`src/hw/rtl/bcd_pkg.sv`:
```
`default_nettype none

package bcd_pkg;

    // Image geometry limits
    localparam int MAX_WIDTH  = 4096;
    localparam int MAX_HEIGHT = 4096;

    localparam int PIX_W   = 8;
    localparam int DIM_W   = 13;                          // configured width / height
    localparam int COL_W   = $clog2(MAX_WIDTH);           // column counter
    localparam int ROW_W   = $clog2(MAX_HEIGHT);          // row counter
    localparam int CELL_W  = 11;                          // cell row / column output
    localparam int HADDR_W = $clog2(MAX_WIDTH / 2);       // one line store bank
    localparam int CIDX_W  = 2;

    localparam logic [DIM_W-1:0] MAX_WIDTH_D  = DIM_W'(MAX_WIDTH);
    localparam logic [DIM_W-1:0] MAX_HEIGHT_D = DIM_W'(MAX_HEIGHT);

    // Configuration register indexes
    localparam logic [CIDX_W-1:0] CFG_IMAGE_WIDTH  = 2'd0;
    localparam logic [CIDX_W-1:0] CFG_IMAGE_HEIGHT = 2'd1;
    localparam logic [CIDX_W-1:0] CFG_CFA_PATTERN  = 2'd2;

    // Filter layouts
    localparam logic [1:0] CFA_RGGB = 2'd0;
    localparam logic [1:0] CFA_GRBG = 2'd1;
    localparam logic [1:0] CFA_GBRG = 2'd2;
    localparam logic [1:0] CFA_BGGR = 2'd3;

    typedef struct packed {
        logic [DIM_W-1:0] width;
        logic [DIM_W-1:0] height;
        logic [1:0]       pattern;
    } t_cfg;

    // Cell request issued with the line store read
    typedef struct packed {
        logic              valid;
        logic [CELL_W-1:0] row;
        logic [CELL_W-1:0] col;
        logic [PIX_W-1:0]  bot_left;
        logic [PIX_W-1:0]  bot_right;
        logic              last;
    } t_cell_req;

endpackage

`default_nettype wire

```
`src/hw/rtl/bcd_scan.sv`:
```
`default_nettype none

// Config registers, raster counters, held pixel, line store write/read control.
module bcd_scan (
    input  wire logic                         i_clk,
    input  wire logic                         i_rst_n,
    input  wire logic                         i_cfg_we,
    input  wire logic [bcd_pkg::CIDX_W-1:0]   i_cfg_index,
    input  wire logic [bcd_pkg::DIM_W-1:0]    i_cfg_data,
    input  wire logic                         i_accept,
    input  wire logic [bcd_pkg::PIX_W-1:0]    i_pixel,
    output logic      [1:0]                   o_pattern,
    output logic                              o_wr_even,
    output logic                              o_wr_odd,
    output logic      [bcd_pkg::HADDR_W-1:0]  o_addr,
    output bcd_pkg::t_cell_req                o_req
);

    bcd_pkg::t_cfg                r_cfg;
    logic [bcd_pkg::COL_W-1:0]    r_col, n_col;
    logic [bcd_pkg::ROW_W-1:0]    r_row, n_row;
    logic [bcd_pkg::PIX_W-1:0]    r_held;

    logic [bcd_pkg::DIM_W-1:0]    w_eff, h_eff;
    logic [bcd_pkg::DIM_W-1:0]    col_x, row_x, col_inc, row_inc;
    logic                         in_frame;

    always_ff @(posedge i_clk) begin
        if (!i_rst_n) begin
            r_cfg.width   <= 13'd640;
            r_cfg.height  <= 13'd480;
            r_cfg.pattern <= bcd_pkg::CFA_RGGB;
        end else if (i_cfg_we) begin
            case (i_cfg_index)
                bcd_pkg::CFG_IMAGE_WIDTH:  r_cfg.width   <= i_cfg_data;
                bcd_pkg::CFG_IMAGE_HEIGHT: r_cfg.height  <= i_cfg_data;
                bcd_pkg::CFG_CFA_PATTERN:  r_cfg.pattern <= i_cfg_data[1:0];
                default: ;
            endcase
        end
    end

    always_comb begin
        w_eff    = (r_cfg.width  > bcd_pkg::MAX_WIDTH_D)  ? bcd_pkg::MAX_WIDTH_D  : r_cfg.width;
        h_eff    = (r_cfg.height > bcd_pkg::MAX_HEIGHT_D) ? bcd_pkg::MAX_HEIGHT_D : r_cfg.height;
        col_x    = bcd_pkg::DIM_W'(r_col);
        row_x    = bcd_pkg::DIM_W'(r_row);
        col_inc  = col_x + 1'b1;
        row_inc  = row_x + 1'b1;
        in_frame = (col_x < w_eff) && (row_x < h_eff);

        if (col_inc >= w_eff) begin
            n_col = '0;
            n_row = (row_inc >= h_eff) ? '0 : row_inc[bcd_pkg::ROW_W-1:0];
        end else begin
            n_col = col_inc[bcd_pkg::COL_W-1:0];
            n_row = r_row;
        end

        o_wr_even = i_accept && in_frame && !r_row[0] && !r_col[0];
        o_wr_odd  = i_accept && in_frame && !r_row[0] &&  r_col[0];
        o_addr    = r_col[bcd_pkg::COL_W-1:1];

        o_req.valid     = i_accept && in_frame && r_row[0] && r_col[0];
        o_req.row       = bcd_pkg::CELL_W'(r_row[bcd_pkg::ROW_W-1:1]);
        o_req.col       = bcd_pkg::CELL_W'(r_col[bcd_pkg::COL_W-1:1]);
        o_req.bot_left  = r_held;
        o_req.bot_right = i_pixel;
        // heights/widths below two give all ones here, which never matches
        o_req.last      = (row_x == ((h_eff & ~bcd_pkg::DIM_W'(1)) - 1'b1))
                       && (col_x == ((w_eff & ~bcd_pkg::DIM_W'(1)) - 1'b1));
    end

    always_ff @(posedge i_clk) begin
        if (!i_rst_n) begin
            r_col  <= '0;
            r_row  <= '0;
            r_held <= '0;
        end else if (i_accept) begin
            r_col <= n_col;
            r_row <= n_row;
            if (in_frame && r_row[0] && !r_col[0]) begin
                r_held <= i_pixel;
            end
        end
    end

    assign o_pattern = r_cfg.pattern;

endmodule

`default_nettype wire

```
`config.mk`:
```
export PLATFORM = sky130hd
export DESIGN_NAME = bcd_scan
export DESIGN_NICKNAME = d
export VERILOG_FILES = /design/src/hw/rtl/bcd_pkg.sv /design/src/hw/rtl/bcd_scan.sv
export SDC_FILE = /design/constraint.sdc
export NUM_CORES = 1
export LEC_CHECK = 0
export ABC_AREA = 0
export BUFFER_PORTS_ARGS = -buffer_cell sky130_fd_sc_hd__buf_2
export CORE_MARGIN = 2
export CORE_UTILIZATION = 48
export DETAILED_ROUTE_END_ITERATION = 8
export MAX_ROUTING_LAYER = met4
export PLACE_DENSITY = 0.69
export SLEW_MARGIN = 25
export SYNTH_ARGS = -nofsm -noshare
export SYNTH_HDL_FRONTEND = slang
export SYNTH_SLANG_ARGS = --single-unit
```
`constraint.sdc`:
```
create_clock -name i_clk -period 4.6 [get_ports i_clk]
set_clock_uncertainty 0.1 [all_clocks]
set_input_delay 0.23 -clock i_clk [delete_from_list [all_inputs] [get_ports i_clk]]
set_output_delay 0.23 -clock i_clk [all_outputs]
set_load 0.005 [all_outputs]
```
## Yosys cells after proc, flatten, opt, wreduce, memory -nomap -nowiden

Cells that the tools add are included.

- Latch bits: 0
- Memories kept: 0
- Register bits after elaboration: 60
- ROM bits: 0
- RAM bits: 0
- Output and inout port bits: 55

- Add/sub/neg operators: 4
- $mul: 0
- Reductions and logical operators: 18
- Shift operators: 0
- Div/mod/pow operators: 0
- Mux-type cells: 4
- Bitwise logic cells: 0
- Order comparisons: 6
- Equal/unequal tests: 4

Operators with widths:

| operator | count |
|---|---|
| $add A12 B1 Y13 const B | 2 |
| $eq A12 B13 Y1 | 2 |
| $ge A13 B13 Y1 | 2 |
| $gt A13 B13 Y1 const B | 2 |
| $lt A12 B13 Y1 | 2 |
| $mux W13 | 2 |
| $sub A13 B1 Y13 const B | 2 |
| $mux W12 | 2 |
| $logic_and A1 B1 Y1 | 10 |
| $reduce_and A2 Y1 | 5 |
| $eq A2 B1 Y1 const B | 1 |
| $eq A2 B2 Y1 const B | 1 |
| $logic_not A1 Y1 | 2 |
| $logic_not A2 Y1 | 1 |

## Longest topological paths before layout

Gate-level depths: netlist of run 1.

- Word-level depth: 7
- Gate-level depth with buffers: 14
- Gate-level depth less buffers: 12

## Worst setup path after synthesis of run 1

OpenSTA, ideal clock, no wires.

- Path type: register to register
- Start point: register r_cfg[18] (netlist bit)
- End point: register r_row[3] (netlist bit)
- Cell stages (with the launch flop): 14
- Data required time: 4.423 ns
- Path slack: 0.662 ns
- Clock period less this slack: 3.938 ns
- Setup time: 0.077 ns
- Arrival: 3.762 ns
- Cells stage by stage: dfxtp_1 > or4_4 > or4_4 > o41ai_4 > nand2_1 > ha_1 > and4b_1 > a311o_1 > o2111ai_1 > a31oi_1 > a21oi_1 > clkbuf_1 > a21oi_1 > o22ai_1

- Cells in the longest elaborated chain, start to end: 4

Ends and longest elaborated chain:

| item | RTL line | source |
|---|---|---|
| start, declared | bcd_scan.sv:19 | `bcd_pkg::t_cfg r_cfg;` |
| $gt A13 B13 Y1 | bcd_scan.sv:44 | `w_eff = (r_cfg.width > bcd_pkg::MAX_WIDTH_D) ? bcd_pkg::MAX_WIDTH_D : r_cfg.width;` |
| $mux W13 * | bcd_scan.sv:44 |  |
| $ge A13 B13 Y1 * | bcd_scan.sv:52 | `if (col_inc >= w_eff) begin` |
| $reduce_and A2 Y1 (no source line) * | n/a |  |
| end signal, assigned | bcd_scan.sv:81 | `r_row <= n_row;` |
| end, declared | bcd_scan.sv:21 | `logic [bcd_pkg::ROW_W-1:0] r_row, n_row;` |

Every way passes the cells marked *; elsewhere a longest branch is shown, timed or not.
A chain may end at the register's enable or synchronous reset.

## Final worst setup path of run 1

- Start point: register r_cfg[18] (netlist bit)
- End point: register r_row[11] (netlist bit)

The elaborated chain is that of the path after synthesis.

==> results of run 1 <==
==> power by group through the flow <==
stage	clock network [mW]	logic [mW]	registers (mW)
floorplan	0	0.141	0.552
global placement	0	0.182	0.560
detailed placement	0	0.184	0.561
CTS	0.520	0.186	0.549
global route	0.545	0.209	0.551
finish	0.511	0.186	0.549
==> critical path, delay by kind of cell, from the launching register on <==
kind | cells | cell delay (ns)
compound gates | 6 | 1.91
simple gates | 5 | 1.59
flops | 1 | 0.38
fa+ha+maj | 1 | 0.31
==> synth_stat cells (13+ instances only) <==
cell type	count	area share [%]
a21boi_0	27	3.8
a21oi_1	25	2.4
and3_1	16	1.9
buf_4	43	6.1
clkbuf_1	39	2.8
dfxtp_1	60	23
ha_1	54	13
inv_1	13	0.92
mux2i_1	16	3.0
nand2_1	122	8.7
nand3_1	23	2.2
nor2_1	21	1.5
nor3_1	18	1.7
xnor2_1	26	4.3
xor2_1	18	3.0
==> registers in the layout (all words and copies together), names as in the netlist <==
signal and count:
r_col 12, r_held 8, r_cfg 26, o_pattern 2
r_row 12
==> metal layers <==
layer  vias to the layer above  share of wire, %  routed length, um  track usage (%)
met5                         -                 0                  0                -
met4                         0               1.7                229             8.79
met3                        18               4.8                651             2.93
met2                       159                46               6310             38.6
met1                      2260                47               6400             32.5
li1                       2397                 -                  -                -
==> worst max-delay path by stage <==
stage / startpoint / end
after CTS: r_cfg[18] / r_row[11]
after floorplan: r_cfg[18] / r_row[3]
after detailed placement: r_cfg[18] / r_row[11]
final: r_cfg[18] / r_row[11]
after global routing: r_cfg[18] / r_row[9]
after global placement: r_cfg[18] / r_row[3]
==> stage by stage <==
step / hold WS, ns / util (%) / worst slack [ns] / instance area (um^2)
2_1_floorplan: 0.254 / - / 0.662 / 5290
3_3_place_gp: 0.342 / 50.4 / 0.432 / 5440
3_5_place_dp: 0.348 / 50.4 / 0.268 / 5440
4_1_cts: 0.0164 / 52.4 / 0.270 / 5650
5_1_grt: 0.0282 / 52.4 / 0.0685 / 5650
6_report: 0.0227 / 52.4 / 0.214 / 5650
==> area by class of cell <==
type	count	area, um^2
fill	1053	5140
timing repair buffer	87	450
tap	140	175
inverter	14	52.6
clock buffer	10	138
clock inverter	6	72.6
sequential	60	1200
multi-input combinational	523	3560
==> cell families (layout without fill, tap and decap cells) <==
family / after synthesis / after routing / synth area share (%)
DFF: 60 / 60 / 22.7
AOI/OAI and AO/OA: 132 / 132 / 17.6
muxes: 16 / 16 / 3.03
adders and majority gates: 54 / 54 / 12.8
buffers and inverters: 99 / 117 / 10.1
and+or+nand+nor: 277 / 277 / 26.5
xor gates and xnor gates: 44 / 44 / 7.28
==> flow_summary.rst, run 1 <==
.. list-table::
   :header-rows: 1

   * - Metric
     - Value
   * - Outcome
     - complete, no violations
   * - Maximum VDD drop
     - 0.133 mV
   * - Number of enable flip-flop cells after synthesis
     - 0
   * - Placed Instances
     - between 800 and 900
   * - Mapped Nets
     - ~760
   * - Worst slew pin tran
     - between 0.9 and 1 ns
   * - Half-perimeter wire length after placement
     - about 10 mm
   * - Relative slew margins
     - 37.4%
   * - TritonCTS clock tree
     - built
   * - Final WL
     - 13.6 mm
   * - Worst-path clk slew
     - 0.08 ns
   * - Sequential share of power
     - about 44%
   * - CP Data Arrival Time
     - between 4 and 5 ns
   * - Hold Path Origin
     - i_cfg_data[6]
   * - Global routing usage summed across all routing layers
     - 24.6%
   * - Final Net Count
     - 776
   * - Hold violation count in the final report
     - 0
   * - Share of the cycle needed by the critical path after routing
     - a little over nine tenths
   * - Count of placed standard cells in the final layout, fillers left out
     - 840
   * - ANT nets after route
     - 0
   * - Post-synth design cell area
     - 5290 um^2
   * - Post-detailed-route DRC marker count
     - 0
   * - Flop and latch count out of synthesis
     - 60
   * - Part of the power in the clock network
     - just over 40%
   * - Count of different cell masters after synthesis
     - 62
   * - Net Sw Frac
     - 29.3%
   * - Slack of the worst reg-to-reg path
     - 0.21 ns
   * - RSZ-0062 raised after global routing
     - no
   * - Total net switching power
     - 0.365 mW
   * - Final estimated routing congestion in global placement
     - 0.965
   * - Reported max-cap violation count
     - 0
   * - Total clock buffers created by CTS
     - 9
   * - Area of the die
     - between 10000 and 15000 um^2
   * - Internal Dissipation
     - ~0.88 mW
   * - Hold endpoint
     - r_cfg[8]
   * - Worst Path Required
     - 4.77 ns
   * - Worst-case clock buffer depth
     - 2
   * - Share of layout cells above drive strength 1
     - 17.9%
   * - Clock Sink Count
     - 60
   * - Ports
     - 82
   * - Seq/Total Area, Yosys
     - 22.7%
   * - Setup-failing EPs final
     - 0
   * - Average wire per cell in the routed design
     - 16.2 um
   * - Synth warnings
     - 0
   * - First-iteration detailed-routing DRC count
     - 365
   * - Hold path depth
     - 3
   * - Fin Setup TNS
     - 0 ns
   * - Combinational power share
     - 14.9%
   * - Worst flop-to-flop path endpoint
     - r_row[11]
   * - Vertical die dimension
     - 109 um
   * - Cells along the critical path
     - or4_4 > or4_4 > o41ai_4 > nand2_1 > ha_1 > and4b_1 > a311o_1 > o2111ai_1 > a31oi_1 > a21oi_1 > nand2_1 > a21boi_0
   * - Final total power
     - approximately 1.2 mW
   * - Final Max Tran Viols
     - 0
   * - H-tree levels
     - 3
   * - Post-CTS Resized
     - 0
   * - Most common cell after layout, fill and taps aside
     - nand2_1
   * - Worst reg2reg path startpoint
     - r_cfg[18]
   * - Antenna violations before repair
     - 0
   * - First-pass GRT wire length
     - 22.5 mm
   * - Number of setup buffers added after CTS
     - 0
   * - Count of input and output buffers
     - 81
   * - Kind of start point of the critical path
     - flip-flop
   * - Post-synthesis to final-layout area growth
     - 6.83%
   * - Most used cells in the layout excluding fill and tap cells
     - nand2_1 (122), buf_2 (81), dfxtp_1 (60)
   * - Count of mapped cells out of synthesis
     - 682
   * - Vias
     - 4834
   * - Async set-reset flop share out of synthesis
     - 0%
   * - Clock latency of the later-clocked register in the worst-skew pair
     - 0.35 ns
   * - Antenna fix cells
     - 0
   * - Pin count of the biggest net entering global routing
     - 82
   * - Site Rows
     - 38
   * - Crit Path Max Fanout
     - 11
   * - Routed vias/inst
     - 5.75
   * - Core footprint
     - 10800 um^2
   * - Power per cell area
     - 220 nW/um^2
   * - Most used flip-flop cell after synthesis
     - dfxtp_1
   * - Hold-fix buffer count after cts
     - 0
   * - Mean Syn Cell Area
     - 7.76 um^2
   * - CP max stage delay
     - 0.78 ns
   * - Die width
     - 109 um
   * - Critical path's slowest cell
     - a21oi_1
   * - Category of the worst setup path capture point
     - flip-flop
   * - Worst Path Class, Setup
     - flip-flop to flip-flop
   * - Root cell of the clock tree
     - clkbuf_8
   * - Gr ovfl total
     - 0
   * - Starting density of the core
     - 49.0%
   * - Worst Reg-to-Reg Cells
     - 12
   * - Vias in the first global route
     - 4592
   * - Leakage power total
     - 2.56 nW
   * - Final period demand of the worst path
     - 4.39 ns
   * - HP Class
     - primary input to flip-flop
   * - Number of detailed-route iterations in the first pass
     - 6
   * - Timing-limited maximum frequency
     - 228 MHz
No activity file was read; power rests on OpenSTA's default activity.
==> run 2: changes to the inputs <==
--- a/config.mk
+++ b/config.mk
@@ -7,7 +7,7 @@
 export LEC_CHECK = 0
 export ABC_AREA = 0
 export BUFFER_PORTS_ARGS = -buffer_cell sky130_fd_sc_hd__buf_2
-export CORE_MARGIN = 2
+export CORE_MARGIN = 8
 export CORE_UTILIZATION = 48
 export DETAILED_ROUTE_END_ITERATION = 8
 export MAX_ROUTING_LAYER = met4
==> run 2 against run 1 <==
Against the previous run:
- sequential power barely moved
- count of clock-buffer cells in the layout did not move
- largest cell class unchanged
- final cell count fell by 0.12%
- critical path depth rose by 1
- utilization rose by 0.24 points
- wire length rose by 2.6%
- die area rose by 23%
- sequential cell count did not move
==> flow_summary.rst, run 2 (same netlist as run 1, synthesis figures left out) <==
.. list-table::
   :header-rows: 1

   * - Metric
     - Value
   * - Outcome
     - complete, no violations
   * - Post-CTS Resized
     - 0 (unchanged)
   * - Registers with the most flip-flops
     - r_cfg: 26 flops, r_col: 12 flops, r_row: 12 flops
   * - Crit Path Max Fanout
     - 8 (-3)
   * - Final period demand of the worst path
     - 4.27 ns (-0.112 ns)
   * - Number of setup buffers added after CTS
     - 0 (unchanged)
   * - Reported max-cap violation count
     - 0 (unchanged)
   * - Timing-limited maximum frequency
     - 234 MHz (+2.6%)
   * - Worst-case clock buffer depth
     - 2 (unchanged)
   * - ANT nets after route
     - 0 (unchanged)
   * - Number of detailed-route iterations in the first pass
     - 5 (-1)
   * - Final estimated routing congestion in global placement
     - 0.917 (-5.0%)
   * - Busiest layer in global routing
     - met2
   * - Ports
     - 82 (unchanged)
   * - Register containing the most flip-flops in the final layout
     - r_cfg
   * - RSZ-0062 raised after global routing
     - no
   * - Antenna fix cells
     - 0 (unchanged)
   * - Area of all placed cells without fillers
     - 5680 um^2 (+0.46%)
   * - Fin Setup TNS
     - 0 ns (unchanged)
   * - Worst-path clk slew
     - 0.07 ns (about the same)
   * - Relative slew margins
     - 51.5% (+14 points)
   * - Count of input and output buffers
     - 81 (unchanged)
   * - First-iteration detailed-routing DRC count
     - 379 (+3.8%)
   * - Met1 track demand over resource
     - 25.2% (-7.3 points)
   * - Vertical die dimension
     - 121 um (+11%)
   * - Most used cells in the layout excluding fill and tap cells
     - nand2_1 (122), buf_2 (81), dfxtp_1 (60)
   * - Post-synthesis to final-layout area growth
     - 7.33%
   * - Gr ovfl total
     - 0 (unchanged)
   * - Final Net Count
     - 775 (-0.13%)
   * - Antenna violations before repair
     - 0 (unchanged)
   * - Met2 Usage GRT
     - 31.3% (-7.3 points)
   * - Vias
     - 4855 (+0.43%)
   * - Worst Path Required
     - 4.77 ns (about the same)
   * - Met3 usage
     - 3.58% (+0.65 points)
   * - Worst Path Class, Setup
     - flip-flop to flip-flop
   * - Power per cell area
     - 234 nW/um^2 (+6.2%)
   * - TritonCTS clock tree
     - built
   * - CP Data Arrival Time
     - 4.45 ns (-0.10 ns)
   * - Final Max Tran Viols
     - 0 (unchanged)
   * - H-tree levels
     - 3 (unchanged)
   * - Share of the cycle needed by the critical path after routing
     - 92.9% (-2.4 points)
   * - Clock Sink Count
     - 60 (unchanged)
   * - Standard cell area after detailed placement
     - 5440 um^2 (-0.14%)
   * - Category of the worst setup path capture point
     - flip-flop
   * - Share of layout cells above drive strength 1
     - 17.7% (-0.12 points)
   * - Hold-fix buffer count after cts
     - 0 (unchanged)
   * - Site Rows
     - 38 (unchanged)
   * - Clock latency of the later-clocked register in the worst-skew pair
     - 0.36 ns (about the same)
   * - Core footprint
     - 10800 um^2 (unchanged)
   * - Max FFs per register
     - 26 (unchanged)
   * - Kind of start point of the critical path
     - flip-flop
   * - Routed vias/inst
     - 5.79 (+0.55%)
   * - HP Class
     - primary input to flip-flop
   * - Half-perimeter wire length after placement
     - 10.7 mm (+3.1%)
   * - Maximum VDD drop
     - 0.152 mV (+14%)
   * - First-pass GRT wire length
     - 23.0 mm (+2.1%)
   * - Area of the die
     - 14600 um^2 (+23%)
   * - Pin count of the biggest net entering global routing
     - 66 (-20%)
   * - Final WL
     - 13.9 mm (+2.6%)
   * - Starting density of the core
     - 49.0% (unchanged)
   * - Post-detailed-route DRC marker count
     - 0 (unchanged)
   * - Leakage power total
     - 2.57 nW (+0.55%)
   * - Setup-failing EPs final
     - 0 (unchanged)
   * - Vias in the first global route
     - 4752 (+3.5%)
   * - Total clock buffers created by CTS
     - 9 (unchanged)
   * - Average wire per cell in the routed design
     - 16.6 um (+2.8%)
   * - Most common cell after layout, fill and taps aside
     - nand2_1
   * - Worst slew pin tran
     - 0.725 ns (-0.214 ns)
   * - Root cell of the clock tree
     - clkbuf_8
   * - Global routing usage summed across all routing layers
     - 19.7% (-4.9 points)
   * - Hold violation count in the final report
     - 0 (unchanged)
   * - Die width
     - 121 um (+11%)
[run 2: worst paths after layout]
check	slack (ns)	startpoint	cells after the start	end
max reg2reg	0.33	r_cfg[18]	13	r_col[9]
max	0.33	r_cfg[18]	13	r_col[9]
min reg2reg	0.36	r_held[3]	2	r_held[3]
min	0.02	i_cfg_data[7]	3	r_cfg[22]
[run 2: area by class of cell]
class,instances,area (um^2)
clock buffer,10,128
clock inverter,6,113
timing repair buffer,86,443
multi-input combinational,523,3570
tap,140,175
inverter,14,52.6
sequential,60,1200
fill,1040,5110
[run 2: metal layers]
metal | share of wire [%] | wire, um
met1 | 47 | 6550
met2 | 46 | 6460
met3 | 5.4 | 752
met4 | 1.4 | 191
met5 | 0 | 0
[run 2: metrics by stage]
step                      worst slack (ns)  hold slack [ns]  cells  power, mW  util (%)
after detailed placement             0.181            0.348    823      0.744      50.4
after global placement               0.280            0.340    823      0.739      50.4
final                                0.326           0.0161    839       1.33      52.6
after global routing                0.0788          0.00800    839       1.39      52.6
after CTS                            0.150           0.0127    839       1.34      52.6
after floorplan                      0.662            0.254    682      0.693         -
[run 2: power by group]
part,total (mW),internal [mW],switching (mW)
clock,0.596,0.361,0.235
sequential,0.549,0.530,0.0190
combinational,0.184,0.0807,0.103
total,1.33,0.972,0.358
[run 2: critical path: stages, from the launching register on]
cell       delay (ns)
dfxtp_1          0.37
or4_4            0.59
or4_4            0.54
o41ai_4          0.44
nand2_1          0.17
ha_1             0.32
and4b_1          0.21
a311o_1          0.34
o2111ai_1        0.08
a31oi_1          0.18
buf_4            0.21
nor2_1           0.29
nand4b_1         0.14
a21boi_0         0.20
