$ cat src/hw/rtl/bcd_pkg.sv
`default_nettype none

package bcd_pkg;

    // Image geometry limits
    localparam int MAX_WIDTH  = 4096;
    localparam int MAX_HEIGHT = 4096;

    localparam int PIX_W   = 8;
    localparam int DIM_W   = 13;                          // configured width / height
    localparam int COL_W   = $clog2(MAX_WIDTH);           // column counter
    localparam int ROW_W   = $clog2(MAX_HEIGHT);          // row counter
    localparam int CELL_W  = 11;                          // cell row / column output
    localparam int HADDR_W = $clog2(MAX_WIDTH / 2);       // one line store bank
    localparam int CIDX_W  = 2;

    localparam logic [DIM_W-1:0] MAX_WIDTH_D  = DIM_W'(MAX_WIDTH);
    localparam logic [DIM_W-1:0] MAX_HEIGHT_D = DIM_W'(MAX_HEIGHT);

    // Configuration register indexes
    localparam logic [CIDX_W-1:0] CFG_IMAGE_WIDTH  = 2'd0;
    localparam logic [CIDX_W-1:0] CFG_IMAGE_HEIGHT = 2'd1;
    localparam logic [CIDX_W-1:0] CFG_CFA_PATTERN  = 2'd2;

    // Filter layouts
    localparam logic [1:0] CFA_RGGB = 2'd0;
    localparam logic [1:0] CFA_GRBG = 2'd1;
    localparam logic [1:0] CFA_GBRG = 2'd2;
    localparam logic [1:0] CFA_BGGR = 2'd3;

    typedef struct packed {
        logic [DIM_W-1:0] width;
        logic [DIM_W-1:0] height;
        logic [1:0]       pattern;
    } t_cfg;

    // Cell request issued with the line store read
    typedef struct packed {
        logic              valid;
        logic [CELL_W-1:0] row;
        logic [CELL_W-1:0] col;
        logic [PIX_W-1:0]  bot_left;
        logic [PIX_W-1:0]  bot_right;
        logic              last;
    } t_cell_req;

endpackage

`default_nettype wire

$ cat src/hw/rtl/bcd_cell_out.sv
`default_nettype none

// Cell stage (aligned with line store read data) and output register.
module bcd_cell_out (
    input  wire logic                        i_clk,
    input  wire logic                        i_rst_n,
    input  wire bcd_pkg::t_cell_req          i_req,
    input  wire logic [1:0]                  i_pattern,
    input  wire logic [bcd_pkg::PIX_W-1:0]   i_top_left,
    input  wire logic [bcd_pkg::PIX_W-1:0]   i_top_right,
    input  wire logic                        i_out_stall,
    output logic                             o_free,
    output logic                             o_out_valid,
    output logic      [bcd_pkg::CELL_W-1:0]  o_cell_row,
    output logic      [bcd_pkg::CELL_W-1:0]  o_cell_col,
    output logic      [bcd_pkg::PIX_W-1:0]   o_red,
    output logic      [bcd_pkg::PIX_W-1:0]   o_green,
    output logic      [bcd_pkg::PIX_W-1:0]   o_blue,
    output logic                             o_frame_last
);

    bcd_pkg::t_cell_req        r_s1;
    logic                      r_ov;
    logic                      adv_out;
    logic [bcd_pkg::PIX_W-1:0] red, blue, g_a, g_b;
    logic [bcd_pkg::PIX_W:0]   g_sum;

    assign adv_out = !r_ov || !i_out_stall;
    assign o_free  = !r_s1.valid || adv_out;

    always_comb begin
        case (i_pattern)
            bcd_pkg::CFA_RGGB: begin
                red = i_top_left;      blue = r_s1.bot_right;
                g_a = i_top_right;     g_b  = r_s1.bot_left;
            end
            bcd_pkg::CFA_GRBG: begin
                red = i_top_right;     blue = r_s1.bot_left;
                g_a = i_top_left;      g_b  = r_s1.bot_right;
            end
            bcd_pkg::CFA_GBRG: begin
                red = r_s1.bot_left;   blue = i_top_right;
                g_a = i_top_left;      g_b  = r_s1.bot_right;
            end
            default: begin
                red = r_s1.bot_right;  blue = i_top_left;
                g_a = i_top_right;     g_b  = r_s1.bot_left;
            end
        endcase
        g_sum = {1'b0, g_a} + {1'b0, g_b} + 1'b1;
    end

    always_ff @(posedge i_clk) begin
        if (!i_rst_n) begin
            r_s1.valid <= 1'b0;
            r_ov       <= 1'b0;
        end else begin
            if (o_free) begin
                r_s1.valid <= i_req.valid;
            end
            if (o_free && i_req.valid) begin
                r_s1.row       <= i_req.row;
                r_s1.col       <= i_req.col;
                r_s1.bot_left  <= i_req.bot_left;
                r_s1.bot_right <= i_req.bot_right;
                r_s1.last      <= i_req.last;
            end
            if (adv_out) begin
                r_ov <= r_s1.valid;
            end
        end
    end

    always_ff @(posedge i_clk) begin
        if (adv_out && r_s1.valid) begin
            o_cell_row   <= r_s1.row;
            o_cell_col   <= r_s1.col;
            o_red        <= red;
            o_green      <= g_sum[bcd_pkg::PIX_W:1];
            o_blue       <= blue;
            o_frame_last <= r_s1.last;
        end
    end

    assign o_out_valid = r_ov;

endmodule

`default_nettype wire

$ cat config.mk
export PLATFORM = sky130hd
export DESIGN_NAME = bcd_cell_out
export DESIGN_NICKNAME = d
export VERILOG_FILES = /design/src/hw/rtl/bcd_pkg.sv /design/src/hw/rtl/bcd_cell_out.sv
export SDC_FILE = /design/constraint.sdc
export NUM_CORES = 1
export LEC_CHECK = 0
export ABC_AREA = 1
export BUFFER_PORTS_ARGS = -buffer_cell sky130_fd_sc_hd__clkbuf_2
export CAP_MARGIN = 20
export CORE_MARGIN = 2
export CORE_UTILIZATION = 51
export DETAILED_ROUTE_END_ITERATION = 16
export PLACE_DENSITY = 0.76
export RECOVER_POWER = 50
export SYNTH_ARGS = -nofsm -noshare
export SYNTH_HDL_FRONTEND = slang
export SYNTH_SLANG_ARGS = --single-unit
$ cat constraint.sdc
create_clock -name i_clk -period 4.28 [get_ports i_clk]
set_clock_uncertainty 0.15 [all_clocks]
set_input_delay 0.428 -clock i_clk [delete_from_list [all_inputs] [get_ports i_clk]]
set_output_delay 0.428 -clock i_clk [all_outputs]
set_load 0.05 [all_outputs]
Word level (Yosys, flattened, before mapping). Cells that the tools add are included.

Latch bits: 0. Bits in read-only memories: 0. Output and inout bits: 49. Register bits: 88. Bits of input ports: 61. Logic and storage cells: 31. Memories: 0. Bits in writable memories: 0.

Div/mod/pow operators: 0. Order comparisons: 0. Equal/unequal tests: 2. Shift operators: 0. Bitwise operators: 0. $add $sub $neg: 2. Multiplexer cells: 4. Reduce and logical (&&, ||, !) cells: 10. Multiply operators: 0.

Operators with widths (number): 8-bit case mux with 3 select lines (2); 8-bit two-way mux (2); 8-bit by 8-bit adder with 9-bit output (1); 9-bit by 1-bit adder with 9-bit output, second input constant (1); 1-bit logical NOT (3); 2-bit by 1-bit equality test with 1-bit output, second input constant (1); 2-bit equality test, second input constant (1); 1-bit logical AND (2); 2-bit logical NOT (1); 1-bit logical OR (2); 2-bit AND reduction (1); 2-bit OR reduction (1).

Longest topological paths before layout. Gate-level depths: netlist of the first run.

Word-level depth: 5. Depth in mapped cells: 15. Depth with buffers taken out: 13.

Worst setup path after synthesis of the first run. OpenSTA, ideal clock, no wires.

Path type: reg2reg. From: reg r_ov, in the netlist o_out_valid. To: reg o_blue[0] (netlist bit), enable pin. Buffers on the path: 0. Library setup time: 0.452 ns. Data required time: 3.678 ns. Arrival time: 2.643 ns. Period minus slack after synthesis: 3.245 ns. Path slack: 1.035 ns. Cell stages (with the launch flop): 4. Cells stage by stage: dfxtp_1 nand2_1 inv_1 nor2_1.

Word-level cells in the longest chain between the ends: 3.

RTL lines: start, declared (line bcd_cell_out.sv:23) `logic r_ov;`; start signal, assigned (line bcd_cell_out.sv:69) `r_ov <= r_s1.valid;`; 1-bit logical NOT (line bcd_cell_out.sv:28) `assign adv_out = !r_ov || !i_out_stall;`; 1-bit logical OR (line bcd_cell_out.sv:28); 1-bit logical AND (line bcd_cell_out.sv:75) `if (adv_out && r_s1.valid) begin`; end signal, assigned (line bcd_cell_out.sv:80) `o_blue <= blue;`; end, declared (line bcd_cell_out.sv:18) `output logic [bcd_pkg::PIX_W-1:0] o_blue,`.

Every way passes these cells. A chain may end at the register's enable or synchronous reset.

Worst setup path after layout of the first run.
From: in i_pattern[1]. To: reg o_green[6] (netlist bit) (data pin).

Word-level cells in the longest chain between the ends: 5. Elaborated cells on any way between the ends: 7. Classes of those cells: 2 x add/sub; 2 x eq/ne; 2 x mux; 1 x reduce/logical.

RTL lines: start, declared (line bcd_cell_out.sv:8) `input wire logic [1:0] i_pattern,`; 2-bit equality test / 2-bit by 1-bit equality test with 1-bit output (equally long branches) (line bcd_cell_out.sv:32) `case (i_pattern)`; 2-bit OR reduction (no line) (*); 8-bit two-way mux (line bcd_cell_out.sv:32); 8-bit by 8-bit adder with 9-bit output (*) (line bcd_cell_out.sv:50) `g_sum = {1'b0, g_a} + {1'b0, g_b} + 1'b1;`; 9-bit by 1-bit adder with 9-bit output (*) (line bcd_cell_out.sv:50); named net g_sum (one bit) (line bcd_cell_out.sv:26) `logic [bcd_pkg::PIX_W:0] g_sum;`; end signal, assigned (line bcd_cell_out.sv:79) `o_green <= g_sum[bcd_pkg::PIX_W:1];`; end, declared (line bcd_cell_out.sv:17) `output logic [bcd_pkg::PIX_W-1:0] o_green,`.

The timed path passes the listed nets; every way through them passes the cells marked *.

==> flow_metrics.tcl, run 1 <==
set metrics [dict create \
    drt_wl_total_um 6980 \
    relSlewSlack -0.0398 \
    h-tree-depth 3 \
    yosysWarnings 0 \
    die-area_mm2 0.00782 \
    nFillCells 544 \
    wl_per_cell_um 14.2 \
    ant_nets 0 \
    tightest_slew_ns 1.55 \
    hold_buffers 0 \
    firstDrtPassIters 5 \
    antenna_cells 0 \
    cts_buffers 9 \
    yosys_most_used_dff "edfxtp_1" \
    drv_slew 19 \
    yosysSeqAreaShare 0.721 \
    drive_gt1_frac 0.254 \
    hold_class "in2reg" \
    finalCriticalPeriod_ns 2.71 \
    place_inst 477 \
    worst_slack_ns 1.57 \
    start_kind "primary input" \
    path_max_fanout 30 \
    drc 0 \
    worstPathRequired_ns 4.25 \
    antenna_found_initial 0 \
    fin_cells 493 \
    postLayoutCoreUtil 0.648 \
    setup_viol 0 \
    finalHoldViolCount 0 \
    grt_max_degree 40 \
    cts_root_buf "clkbuf_8" \
    synth_nets 353 \
    fin_nets 465 \
    portBuffers 109 \
    place_ws_ns 1.21 \
    synth_seq_cells 88 \
    post_cts_buffers 0 \
    grt_pass1_wl_um 10700 \
    async_reset_ff_frac 0 \
    post_cts_resized 0 \
    syn_avg_cell_area_um2 13.0 \
    timing.final.crit_share 0.634 \
    core_mm2 0.00683 \
    vdd_drop_max_mv 0.244 \
    drt_iter0_markers 113 \
    synth_cell_types 27 \
    grt_pass1_vias 2282 \
    cts_tree "yes" \
    start_util 0.532 \
    area_growth_pct 21.6 \
    dr_total_vias 2443 \
    synthCells 280 \
    power_density_mw_per_mm2 439 \
    gp_congestion 0.799 \
    outcome "finished, violations left" \
    placed_area_mm2 0.00427 \
    die_h_um 88.5 \
    total_leakage_power_nw 1.82 \
    path_class "in2reg" \
    rsz0062_at_grt "false" \
    dp.final_hpwl_um 4930 \
    overflow 0 \
    cts_max_path_buffers 2 \
    failed_checks "max-capacitance violations, max-slew violations" \
    endpoint_kind "register" \
    tns_ns 0 \
    grt_use_total 0.186 \
    max_freq_ghz 0.369 \
    syn_area_mm2 0.00364 \
    arrival_ns 2.68 \
    viasPerCell 4.96 \
    numClockSinks 88 \
    clock_latency_ns 0.36 \
    die_w_um 88.5 \
    ios 110 \
    synth_edf_count 86 \
    final_area_mm2 0.00442 \
    maxCapViolations 1 \
    rows 30 \
    clkTransAtPathRegs_ns 0.09 \
]
==> power breakdown <==
part           switching, mW  total, mW  leakage, nW  internal [mW]
combinational          0.246      0.343        0.897         0.0977
sequential            0.0135       1.02        0.825           1.01
clock                  0.302      0.578        0.102          0.276
==> per-layer routing <==
layer	vias up	wire length (µm)	GRT usage
met4	0	131	0.0868
met3	14	412	0.0448
met5	-	0	0
met2	91	3480	0.303
met1	1116	2960	0.235
li1	1222	-	-
==> per-stage QoR <==
step / power, mW / hold WS [ns]
floorplan: 1.30 / 0.250
global placement: 1.38 / 0.251
detailed placement: 1.39 / 0.255
CTS: 1.96 / 0.0735
global route: 2.03 / 0.0737
finish: 1.94 / 0.0870
==> cell type report <==
cell class	instances	area (µm²)	share of cell area
tap	96	120	0.0271
multi-input combinational	150	838	0.189
timing repair buffer	111	522	0.118
clock buffer	9	124	0.0280
sequential	88	2620	0.593
inverter	32	120	0.0271
clock inverter	7	77.6	0.0175
==> cells in the mapped netlist (2+ instances only) <==
library cell	count	area, µm²
edfxtp_1	86	2580
nand2_1	49	184
inv_1	29	109
a21oi_1	21	105
o21ai_0	21	105
o22ai_1	16	100
ha_1	11	138
o21ai_1	10	50.1
nand3_1	5	25.0
buf_2	4	20.0
nor2_1	4	15.0
xor2_1	3	26.3
a21o_1	2	15.0
clkbuf_1	2	7.51
clkbuf_2	2	10.0
dfxtp_1	2	40.0
inv_2	2	7.51
nand2_2	2	12.5
==> state kept, by name (all words and copies together) (netlist names) <==
| register | cells |
|---|---|
| r_s1 | 40 |
| o_cell_col | 11 |
| o_cell_row | 11 |
| o_blue | 8 |
| o_green | 8 |
| o_red | 8 |
| o_frame_last | 1 |
| o_out_valid | 1 |
==> logic make-up after synthesis <==
family	after synthesis	synth area share
and+or+nand+nor	62	0.0695
xor gates and xnor gates	4	0.00963
buffers and inverters	42	0.0485
AOI/OAI and AO/OA	72	0.108
DFF	88	0.721
adders and majority gates	12	0.0433
==> critical path, cell delays in order <==
cell and delay, ns:
clkbuf_2 0.11, inv_1 0.06, ha_1 0.79, o21ai_0 0.36, ha_1 0.40, nand2_2 0.08
clkinv_1 0.06, nand3_2 0.07, nand2_2 0.07, nand2_1 0.09, nand2_1 0.05, nand2_1 0.05
nand2_1 0.05
==> final timing paths <==
check / startpoint / to / slack [ns] / depth (start not counted)
worst max register to register: o_out_valid / o_cell_col[3] / 1.65 / 4
worst min-delay path: i_req[30] / r_s1[30] / 0.09 / 1
worst min register to register: r_s1[18] / o_cell_col[1] / 0.27 / 0
worst max-delay path: i_pattern[1] / o_green[6] / 1.57 / 13
==> cells in the final DEF, fill, tap and decap left out <==
master and count:
o22ai_1 16, nand4_1 1, ha_1 11, xor2_1 3, xnor2_1 1, inv_2 2
a21boi_2 1, clkinv_4 2, clkbuf_1 31, bufinv_16 1, fa_1 1, buf_4 2
nand2_2 2, dfxtp_1 2, a21oi_1 21, clkbuf_8 9, clkbuf_2 78, nand3_1 5
inv_6 3, a31oi_1 1, nand2_1 49, a21o_1 2, inv_1 29, o21ai_0 21
edfxtp_1 86, nand3_2 1, o21ai_1 10, nor2_1 4, clkinv_1 2
No activity file was read; power rests on OpenSTA's default activity.
==> inputs of run 2 (changes only) <==
clock period = 2.8 ns   (was 4.28 ns; I/O delays follow)
==> flow_metrics.tcl, run 2 (synthesis gave the netlist of run 1 again) <==
set metrics [dict create \
    max_freq_ghz 0.420 \
    clock_latency_ns 0.35 \
    dr_wl_met2_um 3990 \
    tns_ns 0 \
    antenna_cells 0 \
    die_h_um 88.5 \
    cts_buffers 9 \
    finalCriticalPeriod_ns 2.38 \
    fin_nets 508 \
    max_stage_delay_ns 0.66 \
    tightest_slew_ns 0.984 \
    worstPathRequired_ns 2.75 \
    setup_viol 0 \
    reg.largest.list "r_s1 (40), o_cell_col (11), o_cell_row (11)" \
    final_cell_mix "edfxtp_1 (86), clkbuf_2 (61), nand2_1 (49)" \
    wl_per_cell_um 14.2 \
    rsz0062_at_grt "false" \
    timing.final.crit_share 0.850 \
    grt_pass1_vias 2540 \
    largest_reg_flops 40 \
    finalHoldViolCount 0 \
    grt_pass1_wl_um 11600 \
    cts_root_buf "clkbuf_8" \
    outcome "complete, no violations" \
    final_common_cell "edfxtp_1" \
    path_class "in2reg" \
    post_cts_resized 0 \
    hold_class "in2reg" \
    arrival_ns 2.33 \
    vdd_drop_max_mv 0.386 \
    die-area_mm2 0.00782 \
    antenna_found_initial 0 \
    cp-startpoint "i_pattern[0]" \
    slowest_stage "ha_1" \
    relSlewSlack 0.344 \
    power_density_mw_per_mm2 626 \
    grt_use_total 0.201 \
    crit_buf_inv 2 \
    core_mm2 0.00683 \
    cts_max_path_buffers 2 \
    firstDrtPassIters 5 \
    start_kind "primary input" \
    hp-start "i_out_stall" \
    overflow 0 \
    place_inst 479 \
    total_leakage_power_nw 1.96 \
    drv_slew 0 \
    drive_gt1_frac 0.198 \
    reg2reg_from "r_s1[1]" \
    rows 30 \
    critical_path.most_common_cell "nand3_1" \
    routed.top_layer "met4" \
    numClockSinks 88 \
    ant_nets 0 \
    viasPerCell 4.94 \
    grt_max_degree 48 \
    h-tree-depth 3 \
    drt-met1-wl_um 3100 \
    gp_congestion 0.825 \
    drt_wl_total_um 7600 \
    dp.final_hpwl_um 4980 \
    start_util 0.532 \
    crit_family "adder cells" \
    path_max_fanout 23 \
    top_register "r_s1" \
    maxCapViolations 0 \
    cts_tree "yes" \
    clkTransAtPathRegs_ns 0.09 \
    met3_length_um 384 \
    die_w_um 88.5 \
    drc 0 \
    portBuffers 109 \
    endpoint_kind "register" \
    drt_iter0_markers 185 \
    dr_total_vias 2650 \
    path_cells "clkbuf_2 -> inv_1 -> ha_1 -> o21ai_0 -> fa_1 -> nand4_1 -> nand3_1 -> nand3_1 -> nand2_1" \
    area_growth_pct 33.0 \
    ios 110 \
    fin_cells 536 \
]
## run 2: metrics by stage
stage / instance area [µm²] / total power, mW / worst slack (ns) / util / hold WS [ns]
2_1_floorplan: 3640 / 1.98 / 0.309 / - / 0.229
3_3_place_gp: 4280 / 2.11 / 0.136 / 0.627 / 0.251
3_5_place_dp: 4280 / 2.13 / 0.0470 / 0.627 / 0.255
4_1_cts: 4890 / 3.05 / 0.438 / 0.715 / 0.00597
5_1_grt: 4840 / 3.16 / 0.207 / 0.708 / 0.0142
6_report: 4840 / 3.03 / 0.419 / 0.708 / 0.0243
## run 2: worst reg2reg max path: stages, from the launching register on
cell and delay, ns:
edfxtp_1 0.43, nor2_1 0.14, nand2_1 0.09, nand2_1 0.09, inv_1 0.05, fa_1 0.41, nand4_1 0.12, nand3_1 0.11
nand3_1 0.11, nand2_1 0.07
## run 2: timing repair
action | CTS | global route
setup buffers | 0 | 0
hold buffers | 40 | 1
endpoints found under the hold margin | 40 | 1
## run 2: final timing paths
| check | to | slack (ns) | depth (start not counted) |
|---|---|---|---|
| max | o_green[7] | 0.42 | 9 |
| min | o_out_valid | 0.02 | 3 |
| max reg2reg | o_green[7] | 0.80 | 9 |
| min reg2reg | o_cell_col[6] | 0.27 | 0 |
## run 2: area by class of cell
cell class              count  area (µm²)
repair buffers            154         926
flip-flops and latches     88        2620
multi-input cells         150         846
inverters                  32         120
clock buffers               9         124
fillers                   514        2000
well taps                  96         120
clock inverters             7        77.6
## run 2: power by group
| group | leakage [nW] | switching (mW) | total, mW | internal, mW |
|---|---|---|---|---|
| registers | 0.825 | 0.0216 | 1.56 | 1.54 |
| clock network | 0.103 | 0.467 | 0.890 | 0.424 |
| logic | 1.03 | 0.386 | 0.572 | 0.185 |
| total | 1.96 | 0.874 | 3.03 | 2.15 |
## run 2: metal layers
layer  vias up  global-route usage
li1       1310                   -
met1      1238               0.238
met2        91               0.353
met3        11              0.0485
met4         0              0.0799
met5         -                   0
==> inputs of run 3 (changes only) <==
CORE_UTILIZATION = 55   (was 51)
PLACE_DENSITY = 0.82   (was 0.76)
TNS_END_PERCENT = 10   (was unset)
clock period = 3.1 ns   (was 2.8 ns; I/O delays follow)
==> flow_metrics.tcl, run 3 (synthesis gave the netlist of run 1 again) <==
set metrics [dict create \
    path_max_fanout 19 \
    nFillCells 440 \
    outcome "complete, no violations" \
    placed_area_mm2 0.00428 \
    hold_class "in2reg" \
    start_kind "primary input" \
    p_sw_mw 0.822 \
    largest_reg_flops 40 \
    overflow 0 \
    portBuffers 109 \
    grt_max_degree 33 \
    path_cells "clkbuf_2 -> inv_1 -> ha_1 -> buf_4 -> o21ai_0 -> ha_1 -> a21o_1 -> a31oi_1 -> xnor2_1" \
    finalHoldViolCount 0 \
    cts_tree "yes" \
    comb_power_share 0.193 \
    hold_path_end "r_s1[39]" \
    drive_gt1_frac 0.199 \
    cts_root_buf "clkbuf_8" \
    max_freq_ghz 0.422 \
    drc 0 \
    drv_slew 0 \
    die-area_mm2 0.00728 \
    vdd_drop_max_mv 0.356 \
    whs_ns 0.0256 \
    power_density_mw_per_mm2 562 \
    place_ws_ns 0.395 \
    die_w_um 85.3 \
    p_int_mw 1.88 \
    ios 110 \
    clkPwrFrac 0.283 \
    viasPerCell 5.14 \
    finalCriticalPeriod_ns 2.37 \
    post_cts_buffers 0 \
    area_growth_pct 32.2 \
    cts_max_path_buffers 2 \
    totalPowerFinal_mw 2.70 \
    grt_pass1_wl_um 11900 \
    core_mm2 0.00639 \
    grt_use_total 0.219 \
    final_area_mm2 0.00481 \
    numClockSinks 88 \
    die_h_um 85.3 \
    firstDrtPassIters 4 \
    path_class "in2reg" \
    total_leakage_power_nw 1.95 \
    reg.largest.list "r_s1 (40), o_cell_col (11), o_cell_row (11)" \
    critical_path.most_common_cell "ha_1" \
    endpoint_kind "register" \
    max_stage_delay_ns 0.45 \
    start_util 0.570 \
    maxCapViolations 0 \
    grt_pass1_vias 2547 \
    tightest_slew_ns 0.993 \
    ant_nets 0 \
    worst_slack_ns 0.733 \
    tns_ns 0 \
    swShare 0.304 \
    rows 29 \
    drt_iter0_markers 233 \
    p_seq_frac 0.523 \
    slowest_stage "ha_1" \
    antenna_found_initial 1 \
    h-tree-depth 3 \
    setup_viol 0 \
    clkTransAtPathRegs_ns 0.10 \
    dr_total_vias 2646 \
    dp.final_hpwl_um 5150 \
    timing.final.crit_share 0.764 \
    final_common_cell "edfxtp_1" \
    arrival_ns 2.30 \
    top_register "r_s1" \
    rsz0062_at_grt "false" \
    whs_path_depth 3 \
    cp-startpoint "i_pattern[0]" \
    hp-start "i_req[39]" \
    wl_per_cell_um 15.2 \
    relSlewSlack 0.338 \
    r2r-end "o_green[3]" \
    clock_latency_ns 0.35 \
    gp_congestion 0.864 \
    cts_buffers 9 \
    reg2reg_from "r_s1[1]" \
    r2r_cells 7 \
    fin_nets 505 \
    drt_wl_total_um 7820 \
    r2r_slack_ns 1.11 \
    worstPathRequired_ns 3.03 \
    final_cell_mix "edfxtp_1 (86), clkbuf_2 (61), nand2_1 (49)" \
]
==> run 3: layout make-up <==
cell class,count,area [µm²],share of cell area
sequential,88,2620,0.545
timing repair buffer,151,923,0.192
multi-input combinational,150,846,0.176
clock buffer,9,124,0.0258
inverter,32,120,0.0250
tap,77,96.3,0.0200
clock inverter,7,75.1,0.0156
antenna,1,2.50,0.000520
==> run 3: how the worst max path moves through the flow <==
| stage | slack (ns) | to | depth (start not counted) |
|---|---|---|---|
| after global routing | 0.59 | o_green[4] | 14 |
| after CTS | 0.78 | o_green[3] | 9 |
| after detailed placement | 0.39 | o_green[3] | 9 |
| after global placement | 0.54 | o_green[5] | 10 |
| after floorplan | 0.61 | r_s1[0] | 5 |
| final | 0.73 | o_green[3] | 9 |
==> run 3: per-stage QoR <==
| step | utilization | cells |
|---|---|---|
| floorplan | - | 280 |
| global placement | 0.670 | 459 |
| detailed placement | 0.670 | 459 |
| CTS | 0.762 | 514 |
| global route | 0.753 | 515 |
| finish | 0.753 | 515 |
==> run 3: per-layer routing <==
| metal | global-route usage | part of all wire |
|---|---|---|
| met1 | 0.270 | 0.39 |
| met2 | 0.376 | 0.51 |
| met3 | 0.0457 | 0.067 |
| met4 | 0.0952 | 0.024 |
| met5 | 0 | 0 |
==> run 3: power by group through the flow <==
| stage | registers [mW] | logic (mW) | clock network (mW) |
|---|---|---|---|
| after floorplan | 1.58 | 0.209 | 0 |
| after global placement | 1.44 | 0.469 | 0 |
| after detailed placement | 1.44 | 0.484 | 0 |
| after CTS | 1.41 | 0.526 | 0.782 |
| after global routing | 1.42 | 0.565 | 0.835 |
| final | 1.41 | 0.523 | 0.766 |
==> run 3: critical path: cells and delay by family <==
| family | cells | cell delay [ns] |
|---|---|---|
| buf+inv | 3 | 0.45 |
| fa+ha+maj | 2 | 0.84 |
| compound gates | 3 | 0.55 |
| xor+xnor | 1 | 0.13 |
==> run 3: repair_timing <==
action	CTS	global route
hold buffers	39	0
gates resized for setup	0	0
hold endpoints to repair	39	0
